File: src/hdl/sil_pkg.sv
package sil_pkg;

  typedef enum logic {
    JOB_PAIR,
    JOB_PASS
  } job_kind_t;

  // Control part of one back-end job; sample data travels beside it.
  typedef struct packed {
    job_kind_t kind;
    logic      left_self;
    logic      line_end;
  } job_ctl_t;

  typedef enum logic [3:0] {
    BK_IDLE,
    BK_ABS,
    BK_DIV,
    BK_SUM,
    BK_LIM,
    BK_CLAMP,
    BK_RES,
    BK_FIRST,
    BK_SECOND,
    BK_PASS
  } back_state_t;

  localparam int QUEUE_DEPTH = 4;
  localparam int QPTR_BITS   = $clog2(QUEUE_DEPTH);
  localparam int QCNT_BITS   = $clog2(QUEUE_DEPTH + 1);

endpackage

File: src/hdl/sil_front.sv
module sil_front #(
  parameter int SAMPLE_BITS = 16
) (
  input  logic                          clk,
  input  logic                          rst,
  input  logic                          in_valid,
  output logic                          in_ready,
  input  logic        [SAMPLE_BITS-1:0] avg_value,
  input  logic        [SAMPLE_BITS-1:0] residual_value,
  input  logic                          has_residual,
  input  logic                          last_in_line,
  output logic                          push_valid,
  output sil_pkg::job_ctl_t             push_ctl,
  output logic        [SAMPLE_BITS-1:0] push_avg,
  output logic        [SAMPLE_BITS-1:0] push_nxt,
  output logic        [SAMPLE_BITS-1:0] push_res,
  input  logic                          q_full
);

  logic                   started;
  logic                   held_first;
  logic [SAMPLE_BITS-1:0] held_avg;
  logic [SAMPLE_BITS-1:0] held_res;

  // second job of a closing word waits here for a free queue slot
  logic                   pend_valid;
  sil_pkg::job_ctl_t      pend_ctl;
  logic [SAMPLE_BITS-1:0] pend_avg;
  logic [SAMPLE_BITS-1:0] pend_res;

  logic                   accept;
  logic [SAMPLE_BITS-1:0] res_in;
  sil_pkg::job_ctl_t      pair_ctl;
  sil_pkg::job_ctl_t      tail_ctl;

  assign in_ready = !pend_valid && !q_full;
  assign accept   = in_valid && in_ready;

  always_comb begin
    res_in = has_residual ? residual_value : '0;
    pair_ctl = '{kind: sil_pkg::JOB_PAIR, left_self: held_first, line_end: 1'b0};
    tail_ctl = '{kind: has_residual ? sil_pkg::JOB_PAIR : sil_pkg::JOB_PASS,
                 left_self: !started, line_end: 1'b1};

    push_valid = 1'b0;
    push_ctl   = pend_ctl;
    push_avg   = pend_avg;
    push_nxt   = pend_avg;
    push_res   = pend_res;
    if (pend_valid) begin
      push_valid = 1'b1;
    end else if (accept) begin
      if (started) begin
        push_valid = 1'b1;
        push_ctl   = pair_ctl;
        push_avg   = held_avg;
        push_nxt   = avg_value;
        push_res   = held_res;
      end else if (last_in_line) begin
        push_valid = 1'b1;
        push_ctl   = tail_ctl;
        push_avg   = avg_value;
        push_nxt   = avg_value;
        push_res   = res_in;
      end
    end
  end

  always_ff @(posedge clk) begin
    if (rst) begin
      started    <= 1'b0;
      pend_valid <= 1'b0;
    end else begin
      if (pend_valid && !q_full) begin
        pend_valid <= 1'b0;
      end
      if (accept) begin
        if (started && last_in_line) begin
          pend_valid <= 1'b1;
        end
        started <= !last_in_line;
      end
    end
  end

  always_ff @(posedge clk) begin
    if (accept) begin
      pend_ctl   <= tail_ctl;
      pend_avg   <= avg_value;
      pend_res   <= res_in;
      held_first <= !started;
      held_avg   <= avg_value;
      held_res   <= res_in;
    end
  end

endmodule

File: src/hdl/sil_queue.sv
module sil_queue #(
  parameter int DATA_BITS = 48
) (
  input  logic                 clk,
  input  logic                 rst,
  input  logic                 push_valid,
  input  sil_pkg::job_ctl_t    push_ctl,
  input  logic [DATA_BITS-1:0] push_data,
  output logic                 full,
  input  logic                 pop,
  output logic                 empty,
  output sil_pkg::job_ctl_t    head_ctl,
  output logic [DATA_BITS-1:0] head_data
);

  sil_pkg::job_ctl_t                ctl_q  [sil_pkg::QUEUE_DEPTH];
  logic [DATA_BITS-1:0]             data_q [sil_pkg::QUEUE_DEPTH];
  logic [sil_pkg::QPTR_BITS-1:0]    wr_ptr;
  logic [sil_pkg::QPTR_BITS-1:0]    rd_ptr;
  logic [sil_pkg::QCNT_BITS-1:0]    count;
  logic                             do_push;
  logic                             do_pop;

  assign full      = (count == sil_pkg::QCNT_BITS'(sil_pkg::QUEUE_DEPTH));
  assign empty     = (count == '0);
  assign do_push   = push_valid && !full;
  assign do_pop    = pop && !empty;
  assign head_ctl  = ctl_q[rd_ptr];
  assign head_data = data_q[rd_ptr];

  always_ff @(posedge clk) begin
    if (rst) begin
      wr_ptr <= '0;
      rd_ptr <= '0;
      count  <= '0;
    end else begin
      if (do_push) begin
        wr_ptr <= wr_ptr + 1'b1;
      end
      if (do_pop) begin
        rd_ptr <= rd_ptr + 1'b1;
      end
      if (do_push && !do_pop) begin
        count <= count + 1'b1;
      end else if (do_pop && !do_push) begin
        count <= count - 1'b1;
      end
    end
  end

  always_ff @(posedge clk) begin
    if (do_push) begin
      ctl_q[wr_ptr]  <= push_ctl;
      data_q[wr_ptr] <= push_data;
    end
  end

endmodule

File: src/hdl/sil_back.sv
module sil_back #(
  parameter int SAMPLE_BITS = 16
) (
  input  logic                   clk,
  input  logic                   rst,
  input  logic                   q_empty,
  output logic                   pop,
  input  sil_pkg::job_ctl_t      head_ctl,
  input  logic [SAMPLE_BITS-1:0] head_avg,
  input  logic [SAMPLE_BITS-1:0] head_nxt,
  input  logic [SAMPLE_BITS-1:0] head_res,
  output logic                   out_valid,
  input  logic                   out_ready,
  output logic [SAMPLE_BITS-1:0] pixel_value,
  output logic                   line_end
);

  localparam int N = SAMPLE_BITS;
  // floor(x/3) for 0 <= x < 2^(N-1): (x * ceil(2^(N+1)/3)) >> (N+1)
  localparam logic [63:0]  RECIP_W     = ((64'd1 << (N + 1)) + 64'd2) / 64'd3;
  localparam logic [N-1:0] RECIP       = RECIP_W[N-1:0];
  // floor(-2^(N-1) / 3), the one negative magnitude a wrapped abs can give
  localparam logic [63:0]  NEG_THIRD_W = 64'd0 - (((64'd1 << (N - 1)) + 64'd2) / 64'd3);
  localparam logic [N-1:0] NEG_THIRD   = NEG_THIRD_W[N-1:0];

  sil_pkg::back_state_t state, state_next;

  sil_pkg::job_ctl_t job_ctl;
  logic [N-1:0]      job_avg;
  logic [N-1:0]      job_nxt;
  logic [N-1:0]      job_res;
  logic [N-1:0]      left;
  logic [N-1:0]      aab;
  logic [N-1:0]      abc;
  logic [N-1:0]      aac;
  logic              zero_t;
  logic              neg_t;
  logic [N-1:0]      quot;
  logic [N-1:0]      aac_p2;
  logic [N-1:0]      x;
  logic [N-1:0]      diff;
  logic [N-1:0]      first;

  logic              out_free;
  logic              out_load;
  logic [N-1:0]      out_pix_next;
  logic              out_end_next;
  logic              can_pop;
  logic [N-1:0]      a_val;
  logic [N-1:0]      ab, ba, bc, cb, ac, ca;
  logic [2*N-2:0]    prod;
  logic [N-1:0]      quot_next;
  logic [N-1:0]      sum_w;
  logic [N-1:0]      lim;
  logic [N-1:0]      x_lim;
  logic [N-1:0]      x_round;
  logic [N-1:0]      bc2;
  logic [N-1:0]      x_clamp;
  logic [N-1:0]      diff_next;
  logic [N-1:0]      first_next;
  logic [N-1:0]      second;

  always_comb begin
    a_val = job_ctl.left_self ? job_avg : left;
    ab = a_val - job_avg;
    ba = job_avg - a_val;
    bc = job_avg - job_nxt;
    cb = job_nxt - job_avg;
    ac = a_val - job_nxt;
    ca = job_nxt - a_val;

    prod = {{N{1'b0}}, aab[N-2:0]} * {{(N-1){1'b0}}, RECIP};
    quot_next = aab[N-1] ? NEG_THIRD : {2'b00, prod[2*N-2:N+1]};

    sum_w = quot + aac_p2;
    lim   = {aab[N-2:0], 1'b0} + {{(N-1){1'b0}}, x[0]};
    x_lim = ($signed(x) > $signed(lim)) ? {aab[N-2:0], 1'b1} : x;

    x_round = x + {{(N-1){1'b0}}, x[0]};
    bc2     = {abc[N-2:0], 1'b0};
    x_clamp = ($signed(x_round) > $signed(bc2)) ? bc2 : x;

    diff_next  = zero_t ? job_res : (neg_t ? job_res - x : job_res + x);
    // avg + diff/2 with the halving truncated toward zero
    first_next = job_avg + {diff[N-1], diff[N-1:1]}
                 + {{(N-1){1'b0}}, diff[N-1] & diff[0]};
    second     = first - diff;
  end

  always_comb begin
    out_free     = !out_valid || out_ready;
    can_pop      = !q_empty && ((state == sil_pkg::BK_IDLE) ||
                   (((state == sil_pkg::BK_SECOND) || (state == sil_pkg::BK_PASS))
                    && out_free));
    pop          = can_pop;
    out_load     = 1'b0;
    out_pix_next = first_next;
    out_end_next = 1'b0;
    state_next   = state;

    unique case (state)
      sil_pkg::BK_IDLE: begin
        if (can_pop) begin
          state_next = (head_ctl.kind == sil_pkg::JOB_PASS) ? sil_pkg::BK_PASS
                                                             : sil_pkg::BK_ABS;
        end
      end
      sil_pkg::BK_ABS:   state_next = sil_pkg::BK_DIV;
      sil_pkg::BK_DIV:   state_next = sil_pkg::BK_SUM;
      sil_pkg::BK_SUM:   state_next = sil_pkg::BK_LIM;
      sil_pkg::BK_LIM:   state_next = sil_pkg::BK_CLAMP;
      sil_pkg::BK_CLAMP: state_next = sil_pkg::BK_RES;
      sil_pkg::BK_RES:   state_next = sil_pkg::BK_FIRST;
      sil_pkg::BK_FIRST: begin
        if (out_free) begin
          out_load   = 1'b1;
          state_next = sil_pkg::BK_SECOND;
        end
      end
      sil_pkg::BK_SECOND, sil_pkg::BK_PASS: begin
        if (out_free) begin
          out_load     = 1'b1;
          out_pix_next = (state == sil_pkg::BK_PASS) ? job_avg : second;
          out_end_next = job_ctl.line_end;
          if (can_pop) begin
            state_next = (head_ctl.kind == sil_pkg::JOB_PASS) ? sil_pkg::BK_PASS
                                                               : sil_pkg::BK_ABS;
          end else begin
            state_next = sil_pkg::BK_IDLE;
          end
        end
      end
      default: state_next = sil_pkg::BK_IDLE;
    endcase
  end

  always_ff @(posedge clk) begin
    if (rst) begin
      state     <= sil_pkg::BK_IDLE;
      out_valid <= 1'b0;
    end else begin
      state <= state_next;
      if (out_load) begin
        out_valid <= 1'b1;
      end else if (out_ready) begin
        out_valid <= 1'b0;
      end
    end
  end

  always_ff @(posedge clk) begin
    if (can_pop) begin
      job_ctl <= head_ctl;
      job_avg <= head_avg;
      job_nxt <= head_nxt;
      job_res <= head_res;
    end
    if (out_load) begin
      pixel_value <= out_pix_next;
      line_end    <= out_end_next;
    end
    case (state)
      sil_pkg::BK_ABS: begin
        aab    <= ab[N-1] ? ba : ab;
        abc    <= bc[N-1] ? cb : bc;
        aac    <= ac[N-1] ? ca : ac;
        zero_t <= (ab != '0) && (bc != '0) && (ab[N-1] != bc[N-1]);
        neg_t  <= $signed(job_nxt) > $signed(a_val);
      end
      sil_pkg::BK_DIV: begin
        quot   <= quot_next;
        aac_p2 <= aac + N'(2);
      end
      sil_pkg::BK_SUM:   x <= $signed(sum_w) >>> 2;
      sil_pkg::BK_LIM:   x <= x_lim;
      sil_pkg::BK_CLAMP: x <= x_clamp;
      sil_pkg::BK_RES:   diff <= diff_next;
      sil_pkg::BK_FIRST: begin
        if (out_free) begin
          first <= first_next;
        end
      end
      sil_pkg::BK_SECOND: begin
        if (out_free) begin
          left <= second;
        end
      end
      default: ;
    endcase
  end

endmodule

File: src/hdl/squeeze_inverse_line_core.sv
// Inverse squeeze of one image line (row or column).
// Input channel (in_valid/in_ready): one word per average sample, with its
// residual, has_residual and last_in_line. Output channel (out_valid/
// out_ready): reconstructed samples in line order, line_end on the last one.
// A word is held until the next average arrives; then its pair is made.
// The closing word of a line releases the held pair plus its own pair, or
// its own average unchanged when it carries no residual.
// Front end takes words and queues jobs (4 deep); back end computes them.
// A pair job steps the back end through ABS, DIV, SUM, LIM, CLAMP, RES,
// FIRST and SECOND, one job at a time as the left-neighbor recurrence
// (the second sample of one pair feeds the tendency of the next) demands;
// a pass-through job takes the PASS state alone. The next job is popped as
// the last sample of the current one is loaded into the output register.
// in_ready drops while the job queue is full or a second job is pending.
// A stalled receiver holds the output register; the back end then waits,
// the queue fills and in_ready falls, with no sample lost.
// Synchronous reset empties the queue, drops any held word and clears
// out_valid; the first word after reset starts a new line.
module squeeze_inverse_line_core #(
  parameter int SAMPLE_BITS = 16
) (
  input  logic                          clk,
  input  logic                          rst,
  input  logic                          in_valid,
  output logic                          in_ready,
  input  logic signed [SAMPLE_BITS-1:0] avg_value,
  input  logic signed [SAMPLE_BITS-1:0] residual_value,
  input  logic                          has_residual,
  input  logic                          last_in_line,
  output logic                          out_valid,
  input  logic                          out_ready,
  output logic signed [SAMPLE_BITS-1:0] pixel_value,
  output logic                          line_end
);

  localparam int N = SAMPLE_BITS;

  logic              push_valid;
  sil_pkg::job_ctl_t push_ctl;
  logic [N-1:0]      push_avg;
  logic [N-1:0]      push_nxt;
  logic [N-1:0]      push_res;
  logic              q_full;
  logic              q_empty;
  logic              pop;
  sil_pkg::job_ctl_t head_ctl;
  logic [3*N-1:0]    head_data;
  logic [N-1:0]      pix;

  sil_front #(.SAMPLE_BITS(N)) u_front (
    .clk            (clk),
    .rst            (rst),
    .in_valid       (in_valid),
    .in_ready       (in_ready),
    .avg_value      (avg_value),
    .residual_value (residual_value),
    .has_residual   (has_residual),
    .last_in_line   (last_in_line),
    .push_valid     (push_valid),
    .push_ctl       (push_ctl),
    .push_avg       (push_avg),
    .push_nxt       (push_nxt),
    .push_res       (push_res),
    .q_full         (q_full)
  );

  sil_queue #(.DATA_BITS(3 * N)) u_queue (
    .clk        (clk),
    .rst        (rst),
    .push_valid (push_valid),
    .push_ctl   (push_ctl),
    .push_data  ({push_avg, push_nxt, push_res}),
    .full       (q_full),
    .pop        (pop),
    .empty      (q_empty),
    .head_ctl   (head_ctl),
    .head_data  (head_data)
  );

  sil_back #(.SAMPLE_BITS(N)) u_back (
    .clk         (clk),
    .rst         (rst),
    .q_empty     (q_empty),
    .pop         (pop),
    .head_ctl    (head_ctl),
    .head_avg    (head_data[3*N-1:2*N]),
    .head_nxt    (head_data[2*N-1:N]),
    .head_res    (head_data[N-1:0]),
    .out_valid   (out_valid),
    .out_ready   (out_ready),
    .pixel_value (pix),
    .line_end    (line_end)
  );

  assign pixel_value = $signed(pix);

endmodule

File: config.mk
export PLATFORM = sky130hd
export DESIGN_NAME = squeeze_inverse_line_core
export DESIGN_NICKNAME = d
export VERILOG_FILES = /design/src/hdl/sil_pkg.sv /design/src/hdl/sil_front.sv /design/src/hdl/sil_queue.sv /design/src/hdl/sil_back.sv /design/src/hdl/squeeze_inverse_line_core.sv
export SDC_FILE = /design/constraint.sdc
export NUM_CORES = 1
export LEC_CHECK = 0
export ABC_AREA = 1
export ABC_CLOCK_PERIOD_IN_PS = 7400
export BUFFER_PORTS_ARGS = -buffer_cell sky130_fd_sc_hd__buf_2
export CAP_MARGIN = 0
export CORE_MARGIN = 2
export CORE_UTILIZATION = 29
export CTS_CLUSTER_DIAMETER = 100
export DETAILED_ROUTE_END_ITERATION = 10
export PLACE_DENSITY_LB_ADDON = 0.3
export SLEW_MARGIN = 10
export SYNTH_ARGS = -nofsm -noshare
export SYNTH_HDL_FRONTEND = slang
export SYNTH_HIERARCHICAL = 1
export SYNTH_SLANG_ARGS = --single-unit
File: constraint.sdc
create_clock -name clk -period 7.4 [get_ports clk]
set_input_delay 0.37 -clock clk [delete_from_list [all_inputs] [get_ports clk]]
set_output_delay 0.37 -clock clk [all_outputs]
set_load 0.02 [all_outputs]
==> results.toml, run 1 <==
[sta]
hold_viol = 0
fmax_mhz = 182.7
tightest_slew_ns = 1.194
setup_viol = 0
slew-limit-headroom = 0.2029
fin_tns_setup_ns = 0
rsz0062_at_grt = "false"
final.setup_skew_ns = 0.03164
final_max_slew_viol_count = 0
period_minus_slack_ns = 5.474
fin_crit_sh = 0.7397

[cts]
h-tree-depth = 2
post_cts_resized = 0
insertion_delay_ns = 0.62
clkTransAtPathRegs_ns = 0.06
clockBufferDepth = 3
cts_tree = "built"
clock_tree.root_cell = "clkbuf_16"
cts.sinks = 465
cts_made_buffers = 53

[logic_synthesis]
synth_edf_count = 449
synth_flop_cell = "edfxtp_1"
synth_top_cell_by_area = "edfxtp_1"
yosys-top-cells-area = "edfxtp_1 42%, ha_1 11%, nand2_1 9.5%"
synth.avg_cell_area_um2 = 8.809
syn-instance-count = 3640
synth-async-reset-ratio = 0
yosys_warnings = 6
synth_top_area_frac = 0.4205
ys_seq_area_frac = 0.4305
synth_fp_nets = 4039
synth_area_um2 = 32060
ys_types = 60
synth_seq_cells = 465

[drt]
dr.pass1.iters = 5
viasPerCell = 4.711
ant_nets = 0
drcViolationCount = 0
drtIter0Drc = 1631
wl_per_cell_um = 16.84
wirelength_um = 87960
vias = 24610

[floorplanning]
start_util = 0.2933
core_um2 = 109300
ios = 57
die_w_um = 336.5
rows = 121
die_y_um = 336.5
die-area_um2 = 113200

[final_layout]
layout.cells.non_filler = 5224
seq_area_um2 = 13810
fillers = 11520
syn_to_final_growth_pct = 11.86
final_layout_size_suffix_gt1_frac = 0.06670
top_register = "u_queue/data_q"
multi_input_area_um2 = 15720
largest_reg_flops = 192
final_cell_mix = "809 x nand2_1, 507 x inv_1, 449 x edfxtp_1"
fin_nets = 4105
diodes = 0
design_area_um2 = 35870
final_common_cell = "nand2_1"

[global_route]
grt_pass1_wl_um = 135700
grt_pass1_vias = 23760
grt_use_total = 0.1540
grt_overflow = 0
grt_max_degree = 77
antenna_found_initial = 1

[critical_path]
critPathKind = "reg2reg"
cp_max_fo = 4
cpMostUsedCell = "fa_1"
crit_path_end_kind = "register"
crit_arrival_ns = 5.83
critPathMaxStageDelay_ns = 0.52
crit_path_top_delay_cell = "fa_1"
crit_chain = "ha_1 -> inv_1 -> fa_1 -> inv_1 -> fa_1 -> fa_1 -> inv_1 -> fa_1 -> inv_1 -> fa_1 -> ha_1 -> nand2_1 -> nor2_1 -> nand4_1 -> o21ai_0 -> nand2_1 -> nand2_1 -> nand2_1 -> nand3_1 -> nand3_1"
start_kind = "register"
worstPathRequired_ns = 7.75

[placed_design]
post-place-cells = 5098
io_buffers = 56
dpl_cell_area_um2 = 33780
hpwl_um = 68280
place.gp.congestion = 0.9247

[run_status]
status = "finished clean"

[flow_run]
drv_cap = 0

[worst_hold_path]
holdCritPathClass = "in2reg"
## routing by layer
metal  vias to the layer above  global-route usage  part of all wire
li1                      12340                   -                 -
met4                         0             0.04018             0.023
met1                     11600              0.2138              0.47
met3                       106             0.01656             0.045
met2                       567              0.2551              0.46
met5                         -                   0                 0
## Yosys cell counts, types with 6 or more instances
master / n
o22ai_1: 64
xor2_1: 95
nor3_1: 29
nand2_2: 10
nand2_1: 809
a31oi_1: 14
fa_1: 69
o21bai_1: 23
o211ai_1: 13
a21o_1: 19
nand4_1: 29
buf_4: 16
clkbuf_2: 6
buf_6: 21
o21ai_0: 186
a21oi_1: 183
edfxtp_1: 449
nor2_1: 304
inv_1: 507
nand3_1: 213
or2_2: 6
ha_1: 292
inv_2: 22
buf_2: 30
nor2_2: 11
clkbuf_1: 18
xnor2_1: 26
dfxtp_1: 16
o21ai_1: 82
a21boi_0: 6
## what timing repair did
item                                   CTS  global route
endpoints found under the hold margin   29             0
setup buffers                            0             0
hold buffers                            29             0
## area by class of cell
type                       count  share of cell area
tap                         1476             0.05149
multi-input combinational   2551              0.4382
clock buffer                  55             0.03747
inverter                     533             0.05592
clock inverter                42             0.01252
timing repair buffer         102             0.01947
sequential                   465              0.3850
## path summary, 6_finish.rpt
kind / start / endpoint / cells after the start / slack, ns
max: u_back/aab[0] / u_back/quot[8] / 20 / 1.93
min reg2reg: u_back/aac[0] / u_back/aac_p2[0] / 0 / 0.46
min: residual_value[0] / u_front/pend_res[0] / 3 / 0.05
max reg2reg: u_back/aab[0] / u_back/quot[8] / 20 / 1.93
## logic make-up (layout without fill, tap and decap cells)
family / count (synthesis) / after routing / share of synthesized area
buffers and inverters: 624 / 732 / 0.08140
AOI/OAI and AO/OA: 615 / 615 / 0.1064
xor gates and xnor gates: 121 / 121 / 0.03305
muxes: 1 / 1 / 0.0003122
and+or+nand+nor: 1453 / 1453 / 0.1913
adders and majority gates: 361 / 361 / 0.1570
DFF: 465 / 465 / 0.4305
## worst max-delay path, delay by kind of cell (launching register included)
family | cells | cell delay, ns
adder cells (fa/ha/maj) | 7 | 3.07
AND/OR/NAND/NOR | 8 | 0.87
AO/OA/AOI/OAI | 1 | 0.40
flip-flops | 1 | 0.51
buffers and inverters | 4 | 0.35
## metrics by stage
stage | hold WS [ns] | setup WS (ns) | utilization
final | 0.05482 | 1.926 | 0.3281
after global routing | 0.04401 | 1.629 | 0.3281
after CTS | 0.003170 | 1.952 | 0.3281
after detailed placement | 0.4496 | 1.910 | 0.3091
after global placement | 0.4576 | 1.987 | 0.3091
after floorplan | 0.4003 | 2.583 | -
Power of run 1 is left out: the tool's default activity adds up to more than one toggle a clock period on the data nets, which glitch-free logic cannot reach.
==> run 2, diff against run 1 <==
--- a/config.mk
+++ b/config.mk
@@ -6,7 +6,7 @@
 export NUM_CORES = 1
 export LEC_CHECK = 0
 export ABC_AREA = 1
-export ABC_CLOCK_PERIOD_IN_PS = 7400
+export ABC_CLOCK_PERIOD_IN_PS = 5400
 export BUFFER_PORTS_ARGS = -buffer_cell sky130_fd_sc_hd__buf_2
 export CAP_MARGIN = 0
 export CORE_MARGIN = 2
==> constraint.sdc (replaced) <==
create_clock -name clk -period 5.4 [get_ports clk]
set_input_delay 0.27 -clock clk [delete_from_list [all_inputs] [get_ports clk]]
set_output_delay 0.27 -clock clk [all_outputs]
set_load 0.02 [all_outputs]
==> run 2 against run 1 <==
  * Via count barely moved
  * Sequential share of layout area decreased by 0.16 points
  * Maximum frequency is 7.8% higher
  * Non-clock buffer count grew 19
  * Highest routed layer unchanged
  * Final area up 0.42%
==> results.toml, run 2 (synthesized netlist as in run 1, its figures left out) <==
[drt]
dr.pass1.iters = 6
drtIter0Drc = 1799
routed-wl-met2_um = 40590
ant_nets = 0
route.met3.wl_um = 3375
vias = 24620
drcViolationCount = 0
wl_per_cell_um = 16.87
viasPerCell = 4.694
wl_met1_um = 41760
top_layer_used = "met4"
wirelength_um = 88440

[final_layout]
design_area_um2 = 36020
syn_to_final_growth_pct = 12.34
final_layout_size_suffix_gt1_frac = 0.06980
final_cell_mix = "809 x nand2_1, 506 x inv_1, 449 x edfxtp_1"
largest_reg_flops = 192
fin_nets = 4123
final_common_cell = "nand2_1"
top_register = "u_queue/data_q"
diodes = 0

[critical_path]
crit_path_end_kind = "register"
critPathKind = "reg2reg"
start_kind = "register"
cp_max_fo = 4
rr_worst_depth = 19
worstPathRequired_ns = 5.75
crit_arrival_ns = 5.43

[cts]
clockBufferDepth = 3
insertion_delay_ns = 0.66
cts.sinks = 465
cts_tree = "built"
clock_tree.root_cell = "clkbuf_16"
h-tree-depth = 2
cts_made_buffers = 52
clkTransAtPathRegs_ns = 0.06

[placed_design]
place.gp.congestion = 0.9106
dpl_cell_area_um2 = 33840
io_buffers = 56
hpwl_um = 68710

[global_route]
grt_pass1_vias = 24330
grt_overflow = 0
grt_max_degree = 87
antenna_found_initial = 0
grt_use_total = 0.1559
grt_pass1_wl_um = 137500

[floorplanning]
start_util = 0.2933
die-area_um2 = 113200
ios = 57
core_um2 = 109300
die_y_um = 336.5
die_w_um = 336.5
rows = 121

[worst_hold_path]
hold_depth = 2
holdCritPathClass = "in2reg"

[sta]
fin_crit_sh = 0.9407
setup_viol = 0
period_minus_slack_ns = 5.080
slew-limit-headroom = 0.1770
final.setup_skew_ns = 0.07061
final_max_slew_viol_count = 0
whs_ns = 0.04661
tightest_slew_ns = 1.233
fmax_mhz = 196.8
hold_viol = 0

[run_status]
status = "finished clean"

[flow_run]
drv_cap = 0
-- run 2: changes by cell type in the layout (fill, tap and decap cells not counted), moves of 3 or more --
| cell | before | now |
|---|---|---|
| a21oi_1 | 183 | 180 |
| dlygate4sd3_1 | 29 | 37 |
| inv_6 | 3 | 0 |
| buf_4 | 17 | 28 |
| clkbuf_1 | 1 | 9 |
| a21oi_2 | 2 | 5 |
| clkinvlp_4 | 5 | 1 |
-- run 2: through the flow --
stage,setup slack [ns],setup TNS [ns],utilization,instances
6_report,0.3200,0,0.3295,5244
5_1_grt,-0.002245,-0.002245,0.3295,5244
4_1_cts,0.2242,0,0.3290,5240
3_5_place_dp,0.2237,0,0.3096,5105
3_3_place_gp,0.2844,0,0.3096,5105
2_1_floorplan,0.5828,0,-,3640
-- run 2: final cells by class --
type / count / area (µm²)
tap: 1476 / 1847
clock inverter: 37 / 421.7
clock buffer: 61 / 1335
fill: 11500 / 73290
timing repair buffer: 121 / 860.8
inverter: 533 / 2006
multi-input combinational: 2551 / 15740
sequential: 465 / 13810
-- run 2: critical path, cell delays in order (launching register included) --
cell      delay, ns
edfxtp_1       0.44
ha_1           0.38
fa_1           0.54
inv_1          0.08
fa_1           0.48
inv_1          0.05
fa_1           0.47
inv_1          0.05
fa_1           0.47
inv_1          0.05
fa_1           0.41
ha_1           0.33
a21oi_1        0.26
o21ai_0        0.19
a21oi_1        0.22
nor2_1         0.06
nor2_1         0.13
nand3_1        0.09
nand2_1        0.07
nor2_1         0.05
-- run 2: final timing paths --
path | from | endpoint | slack (ns)
setup reg to reg | u_back/aab[9] | u_back/quot[13] | 0.32
hold reg to reg | u_back/aac[0] | u_back/aac_p2[0] | 0.47
hold / removal | has_residual | u_front/pend_ctl[2] | 0.05
setup / recovery | u_back/aab[9] | u_back/quot[13] | 0.32
-- run 2: per-layer routing --
metal,GRT usage,up-vias
met5,0,-
met4,0.05101,0
met3,0.01530,117
met2,0.2558,532
met1,0.2155,11580
li1,-,12380
-- run 2: repair_timing --
| action | CTS | global route |
|---|---|---|
| setup endpoints to repair | 0 | 10 |
| hold buffers | 37 | 0 |
| endpoints found under the hold margin | 59 | 0 |
| gates resized for setup | 0 | 11 |
| setup buffers | 0 | 4 |
Power of run 2 is left out for the same reason.
